[src/cbop_pkg.sv]
// ----------------------------------------------------------------------------
// cbop_pkg
// shared constants and types for the circle versus box overlap push pipeline
// ----------------------------------------------------------------------------
package cbop_pkg;

    localparam int COORD_BITS = 24;

    typedef struct packed {
        logic hit;
        logic in_box;
        logic neg_x;
        logic neg_y;
    } cbop_flags_t;

endpackage

[src/cbop_sqrt.sv]
// ----------------------------------------------------------------------------
// cbop_sqrt
// pipelined integer square root, one root bit per stage, with remainder
// ----------------------------------------------------------------------------
module cbop_sqrt
    import cbop_pkg::*;
#(
    parameter int N  = COORD_BITS - 1,
    parameter int SW = 1
)
(
    input  logic             clk,
    input  logic             rst_n,
    input  logic             in_valid,
    input  logic [2*N-1:0]   radicand,
    input  logic [SW-1:0]    side_in,
    output logic             out_valid,
    output logic [N-1:0]     root,
    output logic [N+1:0]     rem,
    output logic [SW-1:0]    side_out
);

    logic [N-1:0]   v_reg;
    logic [N+1:0]   rem_reg  [N];
    logic [N-1:0]   root_reg [N];
    logic [2*N-1:0] rad_reg  [N];
    logic [SW-1:0]  side_reg [N];

    always_ff @(posedge clk or negedge rst_n)
    begin
        if (!rst_n)
        begin
            v_reg <= '0;
        end
        else
        begin
            v_reg <= {v_reg[N-2:0], in_valid};
        end
    end

    for (genvar k = 0; k < N; k++)
    begin : g_stage
        logic [N+1:0]   rem_prev;
        logic [N-1:0]   root_prev;
        logic [2*N-1:0] rad_prev;
        logic [SW-1:0]  side_prev;
        logic [N+1:0]   shifted;
        logic [N+1:0]   trial;
        logic           take;

        if (k == 0)
        begin : g_first
            assign rem_prev  = '0;
            assign root_prev = '0;
            assign rad_prev  = radicand;
            assign side_prev = side_in;
        end
        else
        begin : g_next
            assign rem_prev  = rem_reg[k-1];
            assign root_prev = root_reg[k-1];
            assign rad_prev  = rad_reg[k-1];
            assign side_prev = side_reg[k-1];
        end

        assign shifted = {rem_prev[N-1:0], rad_prev[2*N-1 -: 2]};
        assign trial   = {root_prev, 2'b01};
        assign take    = shifted >= trial;

        always_ff @(posedge clk)
        begin
            rem_reg[k]  <= take ? (shifted - trial) : shifted;
            root_reg[k] <= {root_prev[N-2:0], take};
            rad_reg[k]  <= {rad_prev[2*N-3:0], 2'b00};
            side_reg[k] <= side_prev;
        end
    end

    assign out_valid = v_reg[N-1];
    assign root      = root_reg[N-1];
    assign rem       = rem_reg[N-1];
    assign side_out  = side_reg[N-1];

endmodule

[config.mk]
export PLATFORM = sky130hd
export DESIGN_NAME = cbop_sqrt
export DESIGN_NICKNAME = d
export VERILOG_FILES = /design/src/cbop_pkg.sv /design/src/cbop_sqrt.sv
export SDC_FILE = /design/constraint.sdc
export NUM_CORES = 2
export LEC_CHECK = 0
export BUFFER_PORTS_ARGS = -buffer_cell sky130_fd_sc_hd__buf_2
export CORE_MARGIN = 4
export CORE_UTILIZATION = 56
export CTS_CLUSTER_DIAMETER = 30
export DETAILED_ROUTE_END_ITERATION = 16
export PLACE_DENSITY = 0.8
export SETUP_SLACK_MARGIN = 0.15
export SYNTH_ARGS = -nofsm -noshare
export SYNTH_HDL_FRONTEND = slang
export SYNTH_SLANG_ARGS = --single-unit
[constraint.sdc]
create_clock -name clk -period 2.85 [get_ports clk]
set_input_delay 0.4275 -clock clk [delete_from_list [all_inputs] [get_ports clk]]
set_output_delay 0.4275 -clock clk [all_outputs]
set_load 0.1 [all_outputs]
# After elaboration in Yosys (flattened, before gate mapping)
# Memory sizes are Yosys's and may differ from the RTL's.
# Cells that the tools add are included.
classes:
  addsub: 23
  n_lt_le_gt_ge: 23
  mux: 23
op_table:
  columns: ["cell", "n"]
  rows:
  - ["$mux W25", 23]
  - ["$ge A25 B25 Y1", 22]
  - ["$sub A25 B25 Y25", 22]
  - ["$sub A2 B1 Y3 const B", 1]
  - ["$ge A2 B1 Y1 const B", 1]
totals:
  regBits: 23
  ram_bits: 2139
  out_inout_bits: 50
  wordCells: 74
  n_memories: 4
memory_table:
  columns: ["memory", "words", "word_bits", "rd", "rd_clocked_by_memory_dff", "write_ports", "line_no", "rtl"]
  rows:
  - ["rad_reg", 23, 44, 22, 0, 23, "cbop_sqrt.sv:26", "logic [2*N-1:0] rad_reg [N];"]
  - ["rem_reg", 23, 25, 23, 0, 23, "cbop_sqrt.sv:24", "logic [N+1:0] rem_reg [N];"]
  - ["root_reg", 23, 23, 23, 0, 23, "cbop_sqrt.sv:25", "logic [N-1:0] root_reg [N];"]
  - ["side_reg", 23, 1, 23, 0, 23, "cbop_sqrt.sv:27", "logic [SW-1:0] side_reg [N];"]

# Depth between registers and ports, before layout
# An unclocked memory read counts as a cell.
depth:
  word_depth: 3
  mapped_depth: 13
  ltp_nobuf: 12

# Least setup slack after synthesis
# OpenSTA, ideal clock, no wires.
synth_timing:
  path_type: "flip-flop to flip-flop"
  start: "mem root_reg[2][92] (netlist bit)"
  end: "mem rem_reg[2][143] (netlist bit)"
  arrival_time_ns: 2.939
  t_required_ns: 2.729
  slack_ns: -0.210
  stages_incl_launch_ff: 13
  period_less_slack_ns: 3.060
  cell_sequence: "dfxtp_1 > inv_1 > ha_1 > or3_1 > o22a_1 > a211o_1 > a211oi_1 > o21bai_1 > a21oi_2 > o21ai_1 > o21ai_2 > buf_4 > mux2_2"
synth_lines:
  columns: ["item", "line_no"]
  rows:
  - ["start: declaration", "cbop_sqrt.sv:25"]
  - ["end: declaration", "cbop_sqrt.sv:24"]

==> reports/metrics.cfg <==
[status]
run_status = finished, violations left
violations = setup timing

[sta]
finalSetupViolCount = 64
grt_setup_unrepaired = true
hold_violations = 0
slew_violations = 0
fin_skew_ns = 0.03115
layout_setup_ws_ns = -0.2657
fmax_mhz = 321.0
slew_headroom = 0.5892
worst_slew_pin_slew_ns = 0.6114
setup_tns_ns = -8.791
period_minus_slack_ns = 3.116
fin_crit_sh = 1.093

[floorplanning]
start_util = 0.5662
die_w_um = 299.1
io_pins = 100
core_area_sq_um = 83820
fp.dieH_um = 299.1
die_area_sq_um = 89470
rows = 106

[grt]
first_global_vias = 35070
grt_max_degree = 40
grt-ovfl-total = 0
grtUsageTotal = 0.2309
antenna_found_initial = 2
grt_first_pass_wirelength_mm = 172.6

[worst_setup_path]
cp_max_fo = 15
start_kind = register
worstSetupPathType = register to register
cp.required_ns = 3.47
max_stage_delay_ns = 0.38
worstSetupEndpointType = register
reg2reg_depth = 12
cp_slowest_cell = or3_4
crit_arrival_ns = 3.74
cp_cell_sequence = inv_2 > ha_4 > or3_4 > o22a_1 > a211o_1 > a211oi_2 > o21bai_1 > a21oi_2 > o21ai_2 > o21ai_4 > buf_12 > mux2_4

[finish]
syn_to_final_growth_pct = 32.00
final_core_util = 0.7474
layout-drive-gt1-share = 0.2542
diodes = 0
largest_reg_flops = 506
finalInstanceArea_sq_um = 62640
fill_cells = 4754
nNetsFinal = 5505

[logic_synthesis]
synth_cells = 4496
synth_area_sq_um = 47460
ys_types = 89
syn_area_per_cell_sq_um = 10.56
synthArstFlopShare = 0.01728
synth-seq-cells = 1331
seq_area_frac_synth = 0.5639
synth-edff-count = 0
synth_flop_cell = dfxtp_1
yosys_warnings = 0
synth_nets = 4848

[drt]
ant_nets = 0
topRoutingLayerUsed = met4
drt_iter0_drc = 2758
wl_met2_mm = 61.55
drc = 0
drt_wl_total_mm = 122.0
vias = 35990
drt_pass1_iterations = 6
via_per_inst = 5.574
route.met3.wl_mm = 7.554
wire_per_inst_um = 18.90
wl_met1_mm = 47.53

[power_and_ir_drop]
leakage_nw = 29.42
p_per_area_nw_per_um2 = 1033
total_power_mw = 64.70
ir_drop_v = 0.0007911

[cts]
cts.sinks = 1331
cts_buffers = 191
path_clk_slew_ns = 0.06
htree_levels = 4
cts_buffer_depth = 3
insertion_delay_ns = 0.77
root_buffer = clkbuf_16
cts_tree = built

[place]
pre_cts_slack_ns = -0.5784
placed_cell_area_sq_um = 51110
hpwl_mm = 64.56
finalWeightedCongestion = 0.8778
port_buffers = 99

[job]
cap_violations = 0

[worst_hold_path]
hold_class = input pin to asynchronous set/reset pin

cell usage after synthesis (all sizes together), types with 15 or more instances:
cell	number	share of area
a21o	98	0.016
nor4	48	0.0068
o21a	60	0.0095
dfxtp	1308	0.55
o21ai	256	0.027
nand2b	61	0.0080
and2	17	0.0022
nand2	288	0.023
nand4	32	0.0042
a21oi	235	0.025
a31oi	17	0.0022
nor3	100	0.011
clkbuf	48	0.0038
or2	15	0.0020
dfrtp	23	0.012
nand3	66	0.0070
o21bai	17	0.0027
a211oi	17	0.0028
and3	22	0.0029
nor2	257	0.020
o31ai	27	0.0043
or4	37	0.0059
nor2b	48	0.0063
xor2	190	0.035
inv	377	0.030
xnor2	211	0.039
ha	302	0.080
mux2	82	0.019
a21boi	16	0.0025
or3	42	0.0055
cells in the final DEF, fill, tap and decap left out, drive strengths merged, types with 37 or more instances in the layout:
cell type,synthesis,final
dfxtp,1308,1308
buf,14,471
inv,377,415
ha,302,302
nand2,288,288
nor2,257,257
o21ai,256,256
clkbuf,48,239
a21oi,235,235
xnor2,211,211
xor2,190,190
nor3,100,100
a21o,98,98
mux2,82,82
nand3,66,66
nand2b,61,61
o21a,60,60
dlygate4sd3,0,50
clkinv,0,50
nor2b,48,48
nor4,48,48
or3,42,42
or4,37,37
per-layer routing:
layer | up-vias | track usage
met5 | - | 0
met1 | 17210 | 0.2770
met2 | 1579 | 0.4124
met3 | 452 | 0.04273
met4 | 0 | 0.08640
li1 | 16750 | -
power by group:
group / total (mW) / switching [mW] / internal (mW)
clock network: 24.9 / 9.09 / 15.9
registers: 24.6 / 2.68 / 21.9
logic: 15.2 / 8.31 / 6.86
total: 64.7 / 20.1 / 44.6
stage by stage:
step / hold WS [ns] / std cells
after global routing: 0.2033 / 6457
after detailed placement: 0.3121 / 5899
after floorplan: 0.1319 / 4496
after global placement: 0.3096 / 5899
final: 0.1863 / 6457
after CTS: 0.1508 / 6383
path summary, 6_finish.rpt:
path	end	slack (ns)	start
max in group asynchronous	v_reg[12]	2.33	rst_n
hold reg to reg	rad_reg[1][30]	0.31	rad_reg[0][336]
min in group clk	rad_reg[0][41]	0.29	radicand[41]
setup / recovery	rem_reg[2][129]	-0.27	root_reg[2][94]
setup reg to reg	rem_reg[2][129]	-0.27	root_reg[2][94]
hold / removal	v_reg[2]	0.19	rst_n
worst max-delay path: cells and delay by family, from the launching register on:
family / cells / cell delay, ns
multiplexers: 1 / 0.32
AND/OR/NAND/NOR: 1 / 0.38
buffers and inverters: 2 / 0.24
adder cells (fa/ha/maj): 1 / 0.15
AO/OA/AOI/OAI: 7 / 1.56
flip-flops: 1 / 0.34
kinds of logic (layout without fill, tap and decap cells):
family / count (synthesis) / after routing / share of synthesized area
DFF: 1331 / 1331 / 0.5639
adders and majority gates: 302 / 302 / 0.07962
other: 1 / 1 / 0.00007902
muxes: 94 / 94 / 0.02199
buffers and inverters: 439 / 1265 / 0.03522
xor gates and xnor gates: 401 / 401 / 0.07401
AOI/OAI and AO/OA: 842 / 843 / 0.1107
and+or+nand+nor: 1086 / 1086 / 0.1145
layout make-up:
type,instances,area (sq um),share of cell area
Clock buffer,235,5294,0.08451
Clock inverter,128,1708,0.02726
Inverter,377,1434,0.02289
Multi-Input combinational cell,2727,21670,0.3459
Sequential cell,1331,26830,0.4283
Tap cell,1134,1419,0.02265
Timing Repair Buffer,525,4292,0.06851
what timing repair did:
item / CTS / global route
setup buffers: 66 / 69
setup endpoints to repair: 317 / 376
hold buffers: 50 / 0
resized for setup: 248 / 394
pin swaps: 92 / 158
cloned: 5 / 5
endpoints found under the hold margin: 72 / 0
Note: power is estimated with default switching activity, not from simulation.
