--- src/cbop_pkg.sv ---
// ----------------------------------------------------------------------------
// cbop_pkg
// shared constants and types for the circle versus box overlap push pipeline
// ----------------------------------------------------------------------------
package cbop_pkg;

    localparam int COORD_BITS = 24;

    typedef struct packed {
        logic hit;
        logic in_box;
        logic neg_x;
        logic neg_y;
    } cbop_flags_t;

endpackage

--- src/cbop_div.sv ---
// ----------------------------------------------------------------------------
// cbop_div
// pipelined restoring divider, one quotient bit per stage; the quotient
// must fit in n bits
// ----------------------------------------------------------------------------
module cbop_div
    import cbop_pkg::*;
#(
    parameter int N  = COORD_BITS - 1,
    parameter int SW = 1
)
(
    input  logic             clk,
    input  logic             rst_n,
    input  logic             in_valid,
    input  logic [2*N:0]     num,
    input  logic [N-1:0]     den,
    input  logic [SW-1:0]    side_in,
    output logic             out_valid,
    output logic [N-1:0]     quot,
    output logic [SW-1:0]    side_out
);

    logic [N-1:0]  v_reg;
    logic [N:0]    rem_reg  [N];
    logic [N-1:0]  low_reg  [N];
    logic [N-1:0]  q_reg    [N];
    logic [N-1:0]  den_reg  [N];
    logic [SW-1:0] side_reg [N];

    always_ff @(posedge clk or negedge rst_n)
    begin
        if (!rst_n)
        begin
            v_reg <= '0;
        end
        else
        begin
            v_reg <= {v_reg[N-2:0], in_valid};
        end
    end

    for (genvar k = 0; k < N; k++)
    begin : g_stage
        logic [N:0]    rem_prev;
        logic [N-1:0]  low_prev;
        logic [N-1:0]  q_prev;
        logic [N-1:0]  den_prev;
        logic [SW-1:0] side_prev;
        logic [N:0]    trial;
        logic          take;

        if (k == 0)
        begin : g_first
            assign rem_prev  = num[2*N:N];
            assign low_prev  = num[N-1:0];
            assign q_prev    = '0;
            assign den_prev  = den;
            assign side_prev = side_in;
        end
        else
        begin : g_next
            assign rem_prev  = rem_reg[k-1];
            assign low_prev  = low_reg[k-1];
            assign q_prev    = q_reg[k-1];
            assign den_prev  = den_reg[k-1];
            assign side_prev = side_reg[k-1];
        end

        assign trial = {rem_prev[N-1:0], low_prev[N-1]};
        assign take  = trial >= {1'b0, den_prev};

        always_ff @(posedge clk)
        begin
            rem_reg[k]  <= take ? (trial - {1'b0, den_prev}) : trial;
            low_reg[k]  <= {low_prev[N-2:0], 1'b0};
            q_reg[k]    <= {q_prev[N-2:0], take};
            den_reg[k]  <= den_prev;
            side_reg[k] <= side_prev;
        end
    end

    assign out_valid = v_reg[N-1];
    assign quot      = q_reg[N-1];
    assign side_out  = side_reg[N-1];

endmodule

--- config.mk ---
export PLATFORM = sky130hd
export DESIGN_NAME = cbop_div
export DESIGN_NICKNAME = d
export VERILOG_FILES = /design/src/cbop_pkg.sv /design/src/cbop_div.sv
export SDC_FILE = /design/constraint.sdc
export NUM_CORES = 2
export LEC_CHECK = 0
export BUFFER_PORTS_ARGS = -buffer_cell sky130_fd_sc_hd__buf_4
export CORE_MARGIN = 3
export CORE_UTILIZATION = 65
export CTS_BUF_LIST = sky130_fd_sc_hd__clkbuf_2 sky130_fd_sc_hd__clkbuf_4 sky130_fd_sc_hd__clkbuf_8
export DETAILED_ROUTE_END_ITERATION = 8
export PLACE_DENSITY = 0.82
export SETUP_SLACK_MARGIN = 0.5
export SYNTH_ARGS = -nofsm -noshare
export SYNTH_HDL_FRONTEND = slang
export SYNTH_SLANG_ARGS = --single-unit
--- constraint.sdc ---
create_clock -name clk -period 6.07 [get_ports clk]
set_clock_uncertainty 0.05 [all_clocks]
set_input_delay 1.214 -clock clk [delete_from_list [all_inputs] [get_ports clk]]
set_output_delay 1.214 -clock clk [all_outputs]
set_load 0.05 [all_outputs]
# Word-level counts from Yosys, hierarchy flattened
# Memory sizes are Yosys's and may differ from the RTL's.
# Index checks and enable logic that the tools add are counted.
[word_totals] reg_bits=23 ram_bits=2139 inputBits=74 out_inout_bits=25 wordCells=75 memories=5
[op_classes] addsub=23 order_cmp=23 mux=23
[memory_table] memory="rem_reg" depth=23 word_bits=24 rd=22 rd_ports_with_merged_regs=0 write_ports=23 line="cbop_div.sv:25" source="logic [N:0] rem_reg [N];"
[memory_table] memory="den_reg" depth=23 word_bits=23 rd=22 rd_ports_with_merged_regs=0 write_ports=23 line="cbop_div.sv:28" source="logic [N-1:0] den_reg [N];"
[memory_table] memory="q_reg" depth=23 word_bits=23 rd=23 rd_ports_with_merged_regs=0 write_ports=23 line="cbop_div.sv:27" source="logic [N-1:0] q_reg [N];"
[memory_table] memory="low_reg" depth=23 word_bits=22 rd=22 rd_ports_with_merged_regs=0 write_ports=23 line="cbop_div.sv:26" source="logic [N-1:0] low_reg [N];"
[memory_table] memory="side_reg" depth=23 word_bits=1 rd=23 rd_ports_with_merged_regs=0 write_ports=23 line="cbop_div.sv:29" source="logic [SW-1:0] side_reg [N];"
[op_table] cell="24-bit by 23-bit >= comparator with 1-bit output" count=23
[op_table] cell="24-bit two-way mux" count=23
[op_table] cell="24-bit by 23-bit subtractor with 24-bit output" count=23

# Depth between registers and ports, before layout
# An unclocked memory read counts as a cell.
[depth] ltp_word=3 mapped_depth=15 depth_no_buf=13

# Worst setup path after synthesis
# No wires, ideal clock.
[synth_path] path_type="input-to-reg" start="input den[2]" end="memory rem_reg[0][22] (netlist name)" setup_ns=0.121 arrival_ns=3.326 required_time_ns=5.899 setup_slack_ns=2.573 cell_stages=12 path_buffers=0 cell_sequence="inv_1 ha_1 nor2b_1 o21ai_0 a21oi_1 a211oi_1 o21ba_2 nor2_1 nor3_1 o31a_1 xnor2_1 mux2_2"
[synth_rtl] item="start, declared" line="cbop_div.sv:17" source="input logic [N-1:0] den,"
[synth_rtl] item="end, declared" line="cbop_div.sv:25"

==> metrics.cfg <==
[status]
outcome = complete, no violations

[timing]
timing.hold.ws_ns = 0.165
fin_ws_ns = 1.96
rsz0062_at_grt = no
hold_viol_final = 0
final_max_slew_viol_count = 0
finalCriticalPeriod_ns = 4.11
finalSetupViolCount = 0
finalSetupTns_ns = 0
relSlewSlack_pct = 24.7
worstMarginPinSlew_ns = 1.13
final.period_utilization_pct = 67.8
max_freq_mhz = 243

[clocking]
cts_tree = built
clkTransAtPathRegs_ns = 0.07
cts_inserted_buffers = 235
clock_sinks = 1587
cts_hold_buf = 0
htree_levels = 4
ctsLongestPathBuffers = 3
clk_latency_ns = 0.90
post_cts_resized = 0
postCtsSetupBuffers = 0
clock_tree.root_cell = clkbuf_8

[route]
first_iter_violations = 3054
antenna_left = 0
drcViolationCount = 0
via_per_inst = 5.53
dr.pass1.iters = 5
num_vias = 43900
wl_per_cell_um = 16.6
routed_wl_mm = 132

[layout]
fill_cells = 6634
drive_above_1_share_pct = 13.1
area_growth_pct = 12.0
nets = 7088

[worst_hold_path]
hold_path_class = in -> async

[yosys]
yosys_warnings = 0
syn_nets = 6843
synth_area_leaders = dfxtp_1 (49%), ha_1 (10%), mux2_2 (3.9%), inv_1 (3.8%), xnor2_1 (3.3%)
synth-seq-area-share_pct = 50.0
yosys_register_bits = 1587
synth_edf_count = 0
synth_top_area_cell = dfxtp_1
synth_area_per_cell_um2 = 10.3
synth_cell_types = 91
synthCells = 6218
synth_area_um2 = 63800
async_flop_share_pct = 1.45
yosysTopAreaCellShare_pct = 49.1
synth_flop_cell = dfxtp_1

[critical_path]
worstReg2RegEnd = rem_reg[4][12]$_DFF_P_
critPathRequiredTime_ns = 6.77
start_kind = register
worstReg2RegStart = low_reg[0][175]$_DFF_P_
worstSetupPathType = reg -> reg
reg2reg_setup_slack_ns = 1.96
reg2reg_depth = 15
crit_arrival_ns = 4.82
worstPathMaxFanout = 13
worst_setup_path_end_kind = register

[grt]
grtUsageTotal_pct = 25.4
grt_remaining_overflow = 0
grt_pass1_wl_mm = 213
grt_start_max_net_pins = 46
grt_antenna_before_repair = 4
grt_pass1_vias = 43200

[power_and_ir_drop]
p_clk_share_pct = 22.1
p_switching_w = 0.0160
powerDensity_nw_per_um2 = 622
power.share.sequential_pct = 34.2
cell_internal_pwr_w = 0.0284
comb_power_share_pct = 43.7
ir_worst_vdd_uv = 261
switching_share_pct = 36.1
leakagePower_nw = 33.7

[floorplanning]
core_area_um2 = 97000
die-area_um2 = 102000
die_w_um = 319
ios = 99
start_util_pct = 65.8
row_count = 114
die_y_um = 319

[placement]
port_buffers = 97
place_congestion = 0.940
dp_slack_ns = 1.56
dpl.hpwl_mm = 97.0

[run]
max-cap-violations = 0

layout make-up:
type | count | area (µm²) | share of cell area [%]
tap | 1276 | 1600 | 2.23
multi-input combinational | 3869 | 29000 | 40.6
inverter | 652 | 2450 | 3.42
clock inverter | 72 | 971 | 1.36
clock buffer | 364 | 4660 | 6.52
sequential | 1587 | 31900 | 44.6
antenna | 2 | 5.00 | 0.00700
timing repair buffer | 118 | 886 | 1.24
synth_stat cells (45+ instances only):
| cell type | instances |
|---|---|
| dfxtp_1 | 1564 |
| inv_1 | 652 |
| ha_1 | 529 |
| a21oi_1 | 425 |
| o21ai_0 | 341 |
| nand2_1 | 328 |
| nor2_1 | 285 |
| a21o_1 | 246 |
| xnor2_1 | 244 |
| mux2_2 | 221 |
| xor2_1 | 188 |
| nor2b_1 | 95 |
| nand3_1 | 81 |
| nand4_1 | 79 |
| clkbuf_1 | 74 |
| nand2b_1 | 71 |
| nor3_1 | 65 |
| o21a_1 | 62 |
| a31oi_1 | 57 |
| o21bai_1 | 56 |
| and3_1 | 45 |
critical path, stage by stage, from the launching register on:
cell and delay, ns:
dfxtp_1 0.31, inv_1 0.19, ha_1 0.24, fa_1 0.22
nor2b_1 0.06, o21ai_1 0.19, a21oi_1 0.12, a211oi_2 0.34
o2111ai_1 0.21, a21boi_1 0.33, a21boi_0 0.29, o21ai_1 0.12
a41oi_2 0.40, buf_4 0.27, buf_4 0.25, mux2_2 0.40
worst max path at each step:
stage | startpoint | end | slack, ns
detailed placement | num[22] | rem_reg[0][13]$_DFF_P_ | 1.56
floorplan | den[2] | rem_reg[0][22]$_DFF_P_ | 2.57
finish | low_reg[0][175]$_DFF_P_ | rem_reg[4][12]$_DFF_P_ | 1.96
CTS | low_reg[0][175]$_DFF_P_ | rem_reg[4][12]$_DFF_P_ | 1.99
global placement | num[22] | rem_reg[0][10]$_DFF_P_ | 1.53
global route | low_reg[0][175]$_DFF_P_ | rem_reg[4][12]$_DFF_P_ | 1.65
metrics by stage:
step           instances  area [µm²]  utilization [%]  power [W]
6_report            7940       71500             73.7     0.0445
5_1_grt             7940       71500             73.7     0.0474
4_1_cts             7938       71500             73.7     0.0445
3_5_place_dp        7502       65800             67.9     0.0343
3_3_place_gp        7502       65800             67.9     0.0338
2_1_floorplan       6218       63800                -     0.0302
routing by layer:
layer / vias up / global-route usage, % / wire (µm) / share of wire (%)
met3: 286 / 4.42 / 7850 / 6.0
met5: - / 0 / 15 / 0.011
li1: 21900 / - / - / -
met2: 1331 / 40.5 / 58400 / 44
met4: 2 / 9.67 / 3750 / 2.9
met1: 20400 / 34.9 / 61500 / 47
cell families after synthesis:
kind of cell             synth area share [%]
buffers and inverters                    4.63
XOR/XNOR                                 5.93
AND/OR/NAND/NOR                          8.46
adder cells (fa/ha/maj)                  11.1
flip-flops                               50.0
AO/OA/AOI/OAI                            14.8
multiplexers                             5.18
cell usage in the layout (no fill, tap or decap), types with 71 or more instances in the layout:
cell type  instances
nand2_1          328
mux2_2           221
a21o_1           246
o21ai_0          341
xnor2_1          244
dfxtp_1         1564
nand2b_1          71
nand3_1           81
xor2_1           188
nand4_1           79
a21oi_1          422
clkbuf_8         308
nor2b_1           95
inv_1            652
nor2_1           285
ha_1             529
buf_4            118
power by group through the flow:
stage | Clock [W] | Sequential, W | Combinational (W)
after floorplan | 0 | 0.0149 | 0.0153
after global placement | 0 | 0.0153 | 0.0185
after detailed placement | 0 | 0.0154 | 0.0190
after CTS | 0.0100 | 0.0152 | 0.0192
after global routing | 0.0105 | 0.0155 | 0.0215
final | 0.00981 | 0.0152 | 0.0194
No activity file was read; power rests on OpenSTA's default activity.
