## config.mk

```make
export PLATFORM = sky130hd
export DESIGN_NAME = cbop_front
export DESIGN_NICKNAME = d
export VERILOG_FILES = /design/src/cbop_pkg.sv /design/src/cbop_front.sv
export SDC_FILE = /design/constraint.sdc
export NUM_CORES = 2
export LEC_CHECK = 0
export BUFFER_PORTS_ARGS = -buffer_cell sky130_fd_sc_hd__buf_2
export CORE_AREA = 2 2 359 361
export DETAILED_ROUTE_END_ITERATION = 7
export DIE_AREA = 0 0 361 363
export PLACE_DENSITY_LB_ADDON = 0.05
export SYNTH_ARGS = -nofsm -noshare
export SYNTH_HDL_FRONTEND = slang
export SYNTH_SLANG_ARGS = --single-unit
export TNS_END_PERCENT = 20
```

## constraint.sdc

```tcl
create_clock -name clk -period 7.3 [get_ports clk]
set_input_delay 1.095 -clock clk [delete_from_list [all_inputs] [get_ports clk]]
set_output_delay 1.095 -clock clk [all_outputs]
set_load 0.1 [all_outputs]
```

## src/cbop_pkg.sv

```systemverilog
// ----------------------------------------------------------------------------
// cbop_pkg
// shared constants and types for the circle versus box overlap push pipeline
// ----------------------------------------------------------------------------
package cbop_pkg;

    localparam int COORD_BITS = 24;

    typedef struct packed {
        logic hit;
        logic in_box;
        logic neg_x;
        logic neg_y;
    } cbop_flags_t;

endpackage

```

## src/cbop_front.sv

```systemverilog
// ----------------------------------------------------------------------------
// cbop_front
// clamps the centre to the box, takes the offsets, squares them and compares
// the squared distance with the squared radius over four register stages
// ----------------------------------------------------------------------------
module cbop_front
    import cbop_pkg::*;
#(
    parameter int CB = COORD_BITS
)
(
    input  logic                clk,
    input  logic                rst_n,
    input  logic                in_valid,
    input  logic [CB-1:0]       centre_x,
    input  logic [CB-1:0]       centre_y,
    input  logic [CB-2:0]       radius,
    input  logic [CB-1:0]       box_left,
    input  logic [CB-1:0]       box_top,
    input  logic [CB-2:0]       box_width,
    input  logic [CB-2:0]       box_height,
    output logic                out_valid,
    output logic [2*CB-3:0]     dsq,
    output logic [CB-2:0]       ax,
    output logic [CB-2:0]       ay,
    output logic [CB-2:0]       rad,
    output cbop_flags_t         flags
);

    localparam int N = CB - 1;

    logic [3:0] v_reg;

    // stage 1
    logic [CB-1:0] cx1_reg, cy1_reg, l1_reg, t1_reg;
    logic [CB:0]   rt1_reg, bt1_reg;
    logic [N-1:0]  r1_reg;

    // stage 2
    logic [N-1:0]  ax2_reg, ay2_reg, r2_reg;
    logic          near2_reg, sx2_reg, sy2_reg;
    logic [CB:0]   dlx, dly;
    logic [CB+1:0] drx, dry;
    logic [CB:0]   magx, magy;
    logic          nearx, neary;

    // stage 3
    logic [2*N-1:0] sqx3_reg, sqy3_reg, rr3_reg;
    logic [N-1:0]   ax3_reg, ay3_reg, r3_reg;
    logic           near3_reg, sx3_reg, sy3_reg;

    // stage 4
    logic [2*N-1:0] dsq4_reg;
    logic [N-1:0]   ax4_reg, ay4_reg, r4_reg;
    cbop_flags_t    flags4_reg;
    logic [2*N:0]   sum;
    logic           hit4;

    always_ff @(posedge clk or negedge rst_n)
    begin
        if (!rst_n)
        begin
            v_reg <= '0;
        end
        else
        begin
            v_reg <= {v_reg[2:0], in_valid};
        end
    end

    always_ff @(posedge clk)
    begin
        cx1_reg <= centre_x;
        cy1_reg <= centre_y;
        l1_reg  <= box_left;
        t1_reg  <= box_top;
        rt1_reg <= {box_left[CB-1], box_left} + {2'b00, box_width};
        bt1_reg <= {box_top[CB-1], box_top} + {2'b00, box_height};
        r1_reg  <= radius;
    end

    always_comb
    begin
        dlx = {cx1_reg[CB-1], cx1_reg} - {l1_reg[CB-1], l1_reg};
        dly = {cy1_reg[CB-1], cy1_reg} - {t1_reg[CB-1], t1_reg};
        drx = {{2{cx1_reg[CB-1]}}, cx1_reg} - {rt1_reg[CB], rt1_reg};
        dry = {{2{cy1_reg[CB-1]}}, cy1_reg} - {bt1_reg[CB], bt1_reg};
        if (dlx[CB])
        begin
            magx = -dlx;
        end
        else if (!drx[CB+1] && (drx != '0))
        begin
            magx = drx[CB:0];
        end
        else
        begin
            magx = '0;
        end
        if (dly[CB])
        begin
            magy = -dly;
        end
        else if (!dry[CB+1] && (dry != '0))
        begin
            magy = dry[CB:0];
        end
        else
        begin
            magy = '0;
        end
        nearx = magx <= {2'b00, r1_reg};
        neary = magy <= {2'b00, r1_reg};
    end

    always_ff @(posedge clk)
    begin
        ax2_reg   <= nearx ? magx[N-1:0] : '0;
        ay2_reg   <= neary ? magy[N-1:0] : '0;
        near2_reg <= nearx && neary;
        sx2_reg   <= dlx[CB];
        sy2_reg   <= dly[CB];
        r2_reg    <= r1_reg;
    end

    always_ff @(posedge clk)
    begin
        sqx3_reg  <= ax2_reg * ax2_reg;
        sqy3_reg  <= ay2_reg * ay2_reg;
        rr3_reg   <= r2_reg * r2_reg;
        ax3_reg   <= ax2_reg;
        ay3_reg   <= ay2_reg;
        r3_reg    <= r2_reg;
        near3_reg <= near2_reg;
        sx3_reg   <= sx2_reg;
        sy3_reg   <= sy2_reg;
    end

    assign sum  = {1'b0, sqx3_reg} + {1'b0, sqy3_reg};
    assign hit4 = near3_reg && (sum <= {1'b0, rr3_reg});

    always_ff @(posedge clk)
    begin
        dsq4_reg          <= hit4 ? sum[2*N-1:0] : '0;
        ax4_reg           <= ax3_reg;
        ay4_reg           <= ay3_reg;
        r4_reg            <= r3_reg;
        flags4_reg.hit    <= hit4;
        flags4_reg.in_box <= hit4 && (sum == '0);
        flags4_reg.neg_x  <= sx3_reg;
        flags4_reg.neg_y  <= sy3_reg;
    end

    assign out_valid = v_reg[3];
    assign dsq       = dsq4_reg;
    assign ax        = ax4_reg;
    assign ay        = ay4_reg;
    assign rad       = r4_reg;
    assign flags     = flags4_reg;

endmodule

```

Yosys cells after proc, flatten, opt, wreduce, memory -nomap -nowiden
Index checks and enable logic that the tools add are counted.
- add/sub/neg operators: 9
- multipliers: 3
- order comparisons: 3
- multiplexer cells: 4
- reduce and logical (&&, ||, !) cells: 10
- operator list (cell ; number):
    multiplier 23 x 23 -> 46 bit ; 3
    two-way mux 25 bit ; 4
    nonzero test 26 bit ; 2
    subtractor 24 x 25 -> 26 bit ; 2
    adder 24 x 24 -> 25 bit ; 2
    less-or-equal comparator 25 x 23 -> 1 bit ; 2
    negation 25 bit ; 2
    subtractor 24 x 24 -> 25 bit ; 2
    adder 46 x 46 -> 47 bit ; 1
    less-or-equal comparator 47 x 46 -> 1 bit ; 1
    logical NOT 47 bit ; 1
    logical AND 1 bit ; 5
    logical NOT 1 bit ; 2
- flip-flop bits (word level): 574
- output and inout port bits: 120
- logic and storage cells: 60

Logic depth before layout (Yosys ltp)
- word-level depth: 7
- depth in mapped cells: 30
- depth with buffers taken out: 28

Least setup slack after synthesis
OpenSTA, ideal clock, no wires.
- kind: flip-flop to flip-flop
- start point: register ax2_reg[6]
- end point: register sqx3_reg[45]
- library setup time: 0.072 ns
- arrival time: 7.436 ns
- required time: 7.228 ns
- setup slack: -0.209 ns
- stages on the path, launching flop included: 29
- buffers on the path: 2
- period minus slack after synthesis: 7.509 ns
- cells stage by stage: dfxtp_1 clkbuf_1 clkbuf_1 nand2_1 fa_1 inv_1 fa_1 inv_1 fa_1 inv_1 fa_1 inv_1 fa_1 inv_1 fa_1 fa_1 ha_1 nor3_1 nor2_1 o41ai_1 o2111ai_1 a211oi_1 o21ai_0 or4_1 nand3_1 nand2_1 or4_1 a31oi_1 xnor2_1
- word-level cells in the longest chain between the ends: 1
- RTL lines (element ; line ; source):
    start, declared ; cbop_front.sv:40 ; logic [N-1:0] ax2_reg, ay2_reg, r2_reg;
    start signal, assigned ; cbop_front.sv:118 ; ax2_reg <= nearx ? magx[N-1:0] : '0;
    multiplier 23 x 23 -> 46 bit ; cbop_front.sv:128 ; sqx3_reg <= ax2_reg * ax2_reg;
    end signal, assigned ; cbop_front.sv:128 ;
    end, declared ; cbop_front.sv:48 ; logic [2*N-1:0] sqx3_reg, sqy3_reg, rr3_reg;
No other way between the ends.
A chain may end at the register's enable or synchronous reset.

Worst setup path in the final report
- start point: register ax2_reg[3]
- end point: register sqx3_reg[38]
Same word-level chain as after synthesis.

==> metrics.md <==
| Metric | Value |
|---|---|
| Run status | finished clean |
| Number of global-route vias before repair | ~55k |
| Routed WL per cell | about 18 um |
| Worst Max-Slew Pin Slew | between 1000 and 1500 ps |
| Proportion of layout cells with a drive suffix above 1 | between 10 and 15% |
| Sequential element share of the synthesized area | 16.4% |
| Register bit count reported by yosys | around 570 |
| Number of CTS-inserted buffers | between 60 and 70 |
| Die H | between 300 and 400 um |
| Post-Synthesis Cells | between 7k and 8k |
| Final setup vio count | 0 |
| CTS tree | yes |
| Max reg flops | 46 |
| Count of unique library cells instantiated by Yosys | 77 |
| Final estimated routing congestion in global placement | 0.911 |
| Hold WC Path Type | in2async |
| Worst R2R Start | ax2_reg[3] |
| Initial core utilization | 54.6% |
| RR Endpoint | sqx3_reg[38] |
| DP Wirelength | 157000 um |
| Data required, critical path | between 7000 and 8000 ps |
| Die X | about 360 um |
| CTS H-tree depth | 3 |
| Setup Skew | about 27 ps |
| Max frequency | about 140 MHz |
| Vias per inst | roughly 5.2 |
| DRT antenna net count | 0 |
| Fin util | 62.8% |
| Global Route Usage Sum | 28.8% |
| Worst reg2reg setup slack | 90 ps |
| Post-DP Area | about 0.076 sq mm |
| Slew headroom | roughly 17% |
| Critical Path Source | ax2_reg[3] |
| Final WL | ~180000 um |
| Post-Syn Nets | ~9.5k |
| Fin. max-slew vios | 0 |
| Initial drt markers | about 2.7k |
| Pre-antenna DRT Iters | 8 |
| Port Buf Inserts | 287 |
| Min Hold Slack | 229 ps |
| # IOs | around 290 |
| Initial antenna violation count | 10 |
| Mean Syn Cell Area | ~9.4 sq um |
| Most common cell in the synthesized netlist | inv_1 |
| Maximum fanout along the worst path | 9 |
| Top-area cell type share of the netlist area | between 30% and 40% |
| FF-to-FF path depth | 24 |
| Fin area | between 0.07 and 0.08 sq mm |
| Rows | roughly 130 |
| Async S/R FF share, synth | less than 1% |
| Final Critical Period | around 7000 ps |
| Main synth FF type | dfxtp_1 |
| # Max-Cap Violations | 0 |
| Area leader, netlist | fa_1 |
| Gr ovfl total | 0 |
| Top cells by count, synth | inv_1, fa_1, ha_1 |
| Clk buf depth | 3 |
| Critical Path Source Type | flop |
| DRC | 0 |
| Nets | 10.2k |
| Warnings from Yosys | 0 |
| Routed via count | approximately 52k |
| Worst EP arrival | ~7800 ps |
| Area contributors post-synth | fa_1, dfxtp_1, ha_1 |
| Clock transition at path regs | roughly 60 ps |
| Post-synthesis cell area | 0.0694 sq mm |
| CTS sink count | between 500 and 600 |
| Die ar. | between 0.1 and 0.15 sq mm |
| Tcrit/Tclk final | 98.7% |
| Fin. Hold Viols | 0 |
| CP Class | reg2reg |
| EDFF count, synth | 0 |
| RSZ-0062 raised after global routing | yes |
| CP Capture Type | flop |
| Core ar. | approximately 0.13 sq mm |
| Clock latency on the worst-skew pair | approximately 690 ps |
| Largest net degree at the start of global routing | 28 |
| First-pass GRT wire length | slightly below 300000 um |
| Root Driver | clkbuf_16 |
| Layout area overhead | 15.0% |
[metal layers]
metal  wire (um)  global-route usage, %  vias to the layer above
met2       88500                   49.8                     1085
met3        7850                   3.22                      312
li1            -                      -                    24500
met4        9030                   13.1                        4
met5          34                      0                        -
met1       76300                   36.3                    25600
[logic make-up (layout without fill, tap and decap cells)]
group,count (synthesis),in the layout,share of synthesized area [%]
AND/OR/NAND/NOR,1685,1685,12.1
AO/OA/AOI/OAI,940,940,8.89
flip-flops,568,568,16.4
buffers and inverters,1887,2662,10.2
adder cells (fa/ha/maj),1961,1961,47.9
multiplexers,16,16,0.252
XOR/XNOR,331,331,4.18
other,0,5,0
[what timing repair did]
item	in CTS	in global routing
resized for setup	47	154
cloned	0	0
setup buffers	3	24
endpoints found under the setup margin	23	33
pin swaps	19	91
hold buffers	0	0
[area by class of cell]
| cell class | instances | area, sq um |
|---|---|---|
| multi-input combinational | 4933 | 51400 |
| fill | 11000 | 47300 |
| sequential | 568 | 11500 |
| inverter | 1713 | 6440 |
| timing repair buffer | 826 | 5950 |
| tap | 1662 | 2080 |
| clock buffer | 87 | 1950 |
| clock inverter | 36 | 490 |
| antenna | 5 | 12.5 |
[critical path: stages (launching register included)]
cell	delay, ps
dfxtp_2	320
buf_12	140
buf_12	140
and2_4	140
buf_4	130
fa_1	530
fa_1	450
fa_1	570
fa_1	460
fa_1	610
fa_1	460
fa_1	570
ha_4	230
and4_4	180
and3_4	190
nand2_4	100
nor2_4	50
a211oi_4	370
a21boi_4	100
o41a_1	480
a311o_1	360
a21oi_2	140
or2_2	140
o21bai_1	80
xor2_1	140
[cells in the final DEF, fill, tap and decap left out, types with 13 or more instances in the layout]
master	n
o22ai_1	19
nor2_1	264
o21a_1	59
a211oi_1	33
a31oi_1	19
buf_6	17
and2_1	354
o211ai_1	24
a22o_1	13
inv_1	1698
dfxtp_2	31
and3_1	39
or3_1	27
fa_2	14
o21ai_0	156
a21o_1	141
a21oi_2	13
o21bai_1	32
nor2b_1	102
or2_2	18
dfxtp_1	526
nand2_1	544
a21oi_1	249
buf_12	31
clkbuf_16	70
nor3_1	67
buf_4	489
fa_1	1147
a21boi_0	13
ha_1	787
nand4_1	42
clkbuf_8	13
a31o_2	14
buf_2	287
nor4_1	21
xnor2_1	217
nand3_1	77
xor2_1	113
nand2b_1	55
[stage by stage]
stage / TNS (ps) / setup slack, ps / std cells
final: 0 / 94.9 / 9830
after CTS: -23.1 / -16.3 / 9803
after global routing: -639 / -137 / 9825
after global placement: -1790 / -363 / 9677
after detailed placement: -2950 / -390 / 9677
after floorplan: 0 / 24.4 / 7388
[how the worst max path moves through the flow]
stage / to / slack (ps) / cells after the start
after floorplan: sqx3_reg[45] / 20 / 26
after global placement: sqx3_reg[45] / -360 / 28
after detailed placement: sqx3_reg[45] / -390 / 28
after CTS: sqy3_reg[43] / -20 / 25
after global routing: sqx3_reg[45] / -140 / 30
final: sqx3_reg[38] / 90 / 24
Power is not shown: default switching activity piles up to over one toggle a cycle in this logic, so the estimate is an artifact.
